**config.mk**
```make
export PLATFORM = sky130hd
export DESIGN_NAME = sssp_ctrl
export DESIGN_NICKNAME = d
export VERILOG_FILES = /design/src/hdl/sssp_pkg.sv /design/src/hdl/sssp_ctrl.sv
export SDC_FILE = /design/constraint.sdc
export NUM_CORES = 1
export LEC_CHECK = 0
export BUFFER_PORTS_ARGS = -buffer_cell sky130_fd_sc_hd__buf_2
export CORE_AREA = 2 2 39 41
export CTS_CLUSTER_DIAMETER = 80
export DETAILED_ROUTE_END_ITERATION = 16
export DIE_AREA = 0 0 41 43
export SLEW_MARGIN = 20
export SYNTH_ARGS = -nofsm -noshare
export SYNTH_HDL_FRONTEND = slang
export SYNTH_SLANG_ARGS = --single-unit
```
**constraint.sdc**
```tcl
create_clock -name clk -period 1.55 [get_ports clk]
set_clock_uncertainty 0.05 [all_clocks]
set_input_delay 0.3875 -clock clk [delete_from_list [all_inputs] [get_ports clk]]
set_output_delay 0.3875 -clock clk [all_outputs]
set_load 0.02 [all_outputs]
```
**src/hdl/sssp_pkg.sv**
```systemverilog
`default_nettype none
// ----------------------------------------------------------------------------
// sssp_pkg: shared types and constants
// Opcodes, the distance limit and the controller/datapath command and status
// structures.
// ----------------------------------------------------------------------------
package sssp_pkg;

  localparam int unsigned DistBits = 22;
  localparam logic [DistBits-1:0] DistMax = 22'h3FFFFF;
  localparam int unsigned NodeBits = 6;

  typedef enum logic [1:0] {
    OP_ADD   = 2'd0,
    OP_RUN   = 2'd1,
    OP_CLEAR = 2'd2,
    OP_NONE  = 2'd3
  } op_t;

  typedef enum logic [2:0] {
    ST_IDLE,
    ST_INIT,
    ST_SCAN,
    ST_PICK,
    ST_RELAX,
    ST_RELAX_WAIT,
    ST_EMIT
  } state_t;

  // Commands from the controller to the datapath
  typedef struct packed {
    logic add_edge;
    logic clear_store;
    logic init_run;
    logic scan_start;
    logic scan_step;
    logic settle;
    logic relax_start;
    logic relax_step;
    logic emit_start;
    logic emit_step;
  } ctl_t;

  // Status back to the controller
  typedef struct packed {
    logic scan_done;
    logic found;
    logic relax_done;
    logic emit_done;
    logic src_valid;
  } sts_t;

endpackage
`default_nettype wire

```
**src/hdl/sssp_ctrl.sv**
```systemverilog
`default_nettype none
// ----------------------------------------------------------------------------
// sssp_ctrl: run sequencer
// Decodes words and steps the datapath through init, select, relax and emit.
// ----------------------------------------------------------------------------
module sssp_ctrl (
  input  wire logic           clk,
  input  wire logic           rst_n,
  input  wire logic           start,
  input  wire logic [1:0]     in_op,
  output logic                busy,
  output sssp_pkg::ctl_t      ctl,
  input  wire sssp_pkg::sts_t sts
);

  sssp_pkg::state_t state_r, state_nxt;

  // State register
  always_ff @(posedge clk) begin
    if (!rst_n) state_r <= sssp_pkg::ST_IDLE;
    else        state_r <= state_nxt;
  end

  logic go_run;
  assign go_run = start && (in_op == sssp_pkg::OP_RUN);

  // Next state
  always_comb begin
    state_nxt = state_r;
    unique case (state_r)
      sssp_pkg::ST_IDLE:       if (go_run) state_nxt = sssp_pkg::ST_INIT;
      sssp_pkg::ST_INIT:       state_nxt = sts.src_valid ? sssp_pkg::ST_SCAN
                                                         : sssp_pkg::ST_EMIT;
      sssp_pkg::ST_SCAN:       if (sts.scan_done) state_nxt = sssp_pkg::ST_PICK;
      sssp_pkg::ST_PICK:       state_nxt = sts.found ? sssp_pkg::ST_RELAX
                                                     : sssp_pkg::ST_EMIT;
      sssp_pkg::ST_RELAX:      state_nxt = sssp_pkg::ST_RELAX_WAIT;
      sssp_pkg::ST_RELAX_WAIT: if (sts.relax_done) state_nxt = sssp_pkg::ST_SCAN;
      sssp_pkg::ST_EMIT:       if (sts.emit_done) state_nxt = sssp_pkg::ST_IDLE;
      default:                 state_nxt = sssp_pkg::ST_IDLE;
    endcase
  end

  // Outputs
  always_comb begin
    ctl  = '0;
    busy = 1'b1;
    unique case (state_r)
      sssp_pkg::ST_IDLE: begin
        busy            = 1'b0;
        ctl.add_edge    = start && (in_op == sssp_pkg::OP_ADD);
        ctl.clear_store = start && (in_op == sssp_pkg::OP_CLEAR);
        ctl.init_run    = go_run;
      end
      sssp_pkg::ST_INIT: begin
        ctl.scan_start = sts.src_valid;
        ctl.emit_start = !sts.src_valid;
      end
      sssp_pkg::ST_SCAN:  ctl.scan_step = 1'b1;
      sssp_pkg::ST_PICK: begin
        ctl.settle     = sts.found;
        ctl.emit_start = !sts.found;
      end
      sssp_pkg::ST_RELAX:      ctl.relax_start = 1'b1;
      sssp_pkg::ST_RELAX_WAIT: begin
        ctl.relax_step = 1'b1;
        ctl.scan_start = sts.relax_done;
      end
      sssp_pkg::ST_EMIT:  ctl.emit_step = 1'b1;
      default: ;
    endcase
  end

  // Assertions
  a_idle_not_busy: assert property (@(posedge clk) disable iff (!rst_n)
    (state_r == sssp_pkg::ST_IDLE) |-> !busy) else $error("idle but busy");
  a_run_leaves_idle: assert property (@(posedge clk) disable iff (!rst_n)
    (go_run && !busy) |=> (state_r == sssp_pkg::ST_INIT)) else $error("run lost");
  a_one_cmd: assert property (@(posedge clk) disable iff (!rst_n)
    $onehot0({ctl.add_edge, ctl.clear_store, ctl.init_run, ctl.scan_step,
              ctl.relax_step, ctl.emit_step})) else $error("cmd overlap");

endmodule
`default_nettype wire

```
Word-level counts from Yosys, hierarchy flattened --
Index checks and enable logic that the tools add are counted.
Word-level totals: output and inout bits 11, word-level logic and storage cells 37, bits in registers 3
Cells by class: equal/unequal tests 12, multiplexer cells 16, reduce and logical (&&, ||, !) cells 8
Operators by type and width (number):
- $pmux 3 s7 | 1
- $mux 3 | 6
- $eq 3x3->1 const B | 3
- $ne 2x2->1 const B | 4
- $eq 3x2->1 const B | 2
- $mux 1 | 6
- $pmux 1 s2 | 2
- $reduce_and 4->1 | 1
- $eq 3x1->1 const B | 1
- $logic_and 1x1->1 | 3
- $logic_not 3->1 | 1
- $eq 2x1->1 const B | 1
- $eq 2x2->1 const B | 1
- $logic_not 1->1 | 2
- $logic_not 2->1 | 1
- $mux 2 | 1

Logic depth before layout (Yosys ltp) --
depth in word-level cells 4, depth in mapped cells 4, depth with buffers taken out 3

Least setup slack after synthesis --
Ideal clock, no wire load.
kind register to output, from register state_r[1], to output ctl[8] (netlist name), path slack -0.112 ns, path buffers 0, cell stages (with the launch flop) 3, arrival 1.225 ns, path through dfxtp_1 > or3_4 > nor4b_2
RTL lines:
- start, declared | line sssp_ctrl.sv:16 | sssp_pkg::state_t state_r, state_nxt;
- start signal, assigned | line sssp_ctrl.sv:20 | if (!rst_n) state_r <= sssp_pkg::ST_IDLE;
- start signal, assigned | line sssp_ctrl.sv:21 | else state_r <= state_nxt;
- end, declared | line sssp_ctrl.sv:12 | output sssp_pkg::ctl_t ctl,

==> run metrics <==
Final Hold Fails 0; DRC Markers 0; PwrDens 673 mW/mm^2; Vias 418; Unique masters post-synth 22; DRT antenna net count 0; worst hold path endpoint state_r[0]; met3 usage 0.0157; hold path depth 2; sequential area share after synthesis 0.190; Max Slew Vio Count 0; Root Buffer clkbuf_4; leakage power 0.307 nW; worst r2r path cells 6; period utilization 1.16; largest registers state_r (3); worst hold path type in -> reg; CP Data Arrival Time 1.35 ns; synth top area cells dfxtp_1, nor3b_1, nor4b_2, and4b_1, nand2b_1; worst skew pair latency 0.23 ns; FF-to-FF End state_r[2]; cts hold-fix bufs 0; Post-synth EDFFs 0; Post-Syn Instances 39; synthesized area 317 um^2; reg-to-reg startpoint state_r[1]; top-area cell type share of the netlist area 0.190; failing checks setup timing; max-cap violations 0; Multi-input gate area 270 um^2; Port Buffers 20; status complete, but fails checks; fin crit period 1.79 ns; Die ar. 0.00176 mm^2; clock buffer depth 2; fillers 152; initial DRC count 2; fin area 622 um^2; Die X 41 um; Core ar. 0.00138 mm^2; fraction of layout cells with a size suffix above 1 0.653; met1 Use GR 0.122; Crit-path slowest cell or3_4; Worst Hold Launch rst_n; worst slew pin tran 0.287 ns; met2 GRT Util 0.209; syn_nets 49; Synth Register Bits 3; delay-heaviest family, CP simple AND/OR/NAND/NOR gates; IO Pins 21; TritonCTS Sinks 3; CP endpoint kind output port; Worst setup SP type register; initial antenna violation count 0; Worst path depth 3; Placer Congestion 0.717; R2R setup slack 0.30 ns; GRT overflow 0; top cell type by total area after synthesis dfxtp_1; data required time of the worst path 1.11 ns; DRT Wirelength 983 um; Crit path largest cell delay 0.41 ns; Die Span Y 43 um; pre-CTS WS -0.0201 ns; Final HPWL DP 638 um; overall routing resource usage 0.120; CTS tree built; setup ws final -0.242 ns; Biggest register state_r; GRT busiest layer met2; Synth Flop Type dfxtp_1; register area 65.1 um^2; pin count of the biggest net entering global routing 13; drt wl/cell 11.2 um; vias in the first global route 377; Layout area overhead 96.4%; Synth warnings 0; Avg Inst Size Synth 8.12 um^2; RSZ-0062 raised after global routing true; initial core utilization 0.229; slew margin rel. 0.808; crit path cell chain or3_4, nor4b_4, buf_4; mean number of vias per cell 4.75; clk slew on worst S/H paths 0.04 ns; H-tree depth 1; # rows 14; global-route wire length before repair 1450 um; total CTS buffers 3; Setup CP Type reg -> out; # setup viols final 6; VDD IR max 0.258 mV; n_diodes 0; Bufs and invs on worst path 1; Nets 83; CP max FO 3; drt pass-1 iters 4; asr flop ratio synth 0; max FFs per register 3; Fmax achieved 558 MHz; Post-DP Area 465 um^2
[cell usage in the layout (no fill, tap or decap), types with 2 or more instances in the layout]
cell type | netlist | final
nand3b_1 | 2 | 2
and4b_1 | 2 | 2
nand2b_1 | 3 | 3
buf_4 | 2 | 14
buf_2 | 0 | 12
nor3b_2 | 0 | 4
buf_6 | 0 | 6
nand2_1 | 4 | 4
inv_1 | 2 | 2
nor2_1 | 3 | 2
clkbuf_4 | 0 | 3
[cell usage after synthesis, types with 2 or more instances]
cell / instances
dfxtp_1: 3
nand2_1: 4
inv_1: 2
nand3b_1: 2
and4b_1: 2
nor4b_2: 2
nand2b_1: 3
buf_4: 2
nor2_1: 3
nor3b_1: 4
[logic make-up (layout without fill, tap and decap cells)]
logic type,after synthesis,in the layout,share of synthesized area
and+or+nand+nor,23,23,0.526
AOI/OAI and AO/OA,6,6,0.134
buffers and inverters,5,38,0.0830
DFF,3,3,0.190
muxes,2,2,0.0672
[cell type report]
cell class	instances	share of cell area
multi-input combinational	31	0.435
timing repair buffer	32	0.374
sequential	3	0.105
clock buffer	4	0.0423
tap	16	0.0322
inverter	2	0.0121
[power breakdown]
part	leakage [nW]	switching [W]	internal, W
Clock	0.0150	0.0000403	0.0000965
Sequential	0.0257	0.00000564	0.0000841
Combinational	0.266	0.0000893	0.000103
[metal layers]
metal | wire length (um) | part of all wire | up-vias
met5 | 0 | 0 | -
met4 | 0 | 0 | 0
met3 | 57 | 0.058 | 0
met2 | 559 | 0.57 | 13
met1 | 365 | 0.37 | 195
li1 | - | - | 210
[timing repair]
| item | 4_1_cts | 5_1_grt |
|---|---|---|
| endpoints found under the setup margin | 10 | 10 |
| pin swaps | 1 | 3 |
| setup buffers | 5 | 2 |
| gates resized for setup | 9 | 16 |
| gates cloned | 0 | 1 |
[how the worst max path moves through the flow]
stage / startpoint / endpoint
after floorplan: state_r[1] / ctl[8]
after global placement: state_r[1] / ctl[8]
after detailed placement: state_r[1] / ctl[9]
after CTS: state_r[0] / ctl[9]
after global routing: state_r[2] / ctl[8]
final: state_r[2] / ctl[9]
[stage by stage]
stage          hold slack (ns)  power [W]  instances   util  setup TNS (ns)
2_1_floorplan            0.480   0.000177         39      -          -0.224
3_3_place_gp             0.586   0.000222         77  0.336               0
3_5_place_dp             0.590   0.000224         77  0.336         -0.0278
4_1_cts                  0.377   0.000395         86  0.400          -0.933
5_1_grt                  0.393   0.000454         88  0.449           -1.24
6_report                 0.384   0.000418         88  0.449          -0.875
Note: power is estimated with default switching activity, not from simulation.
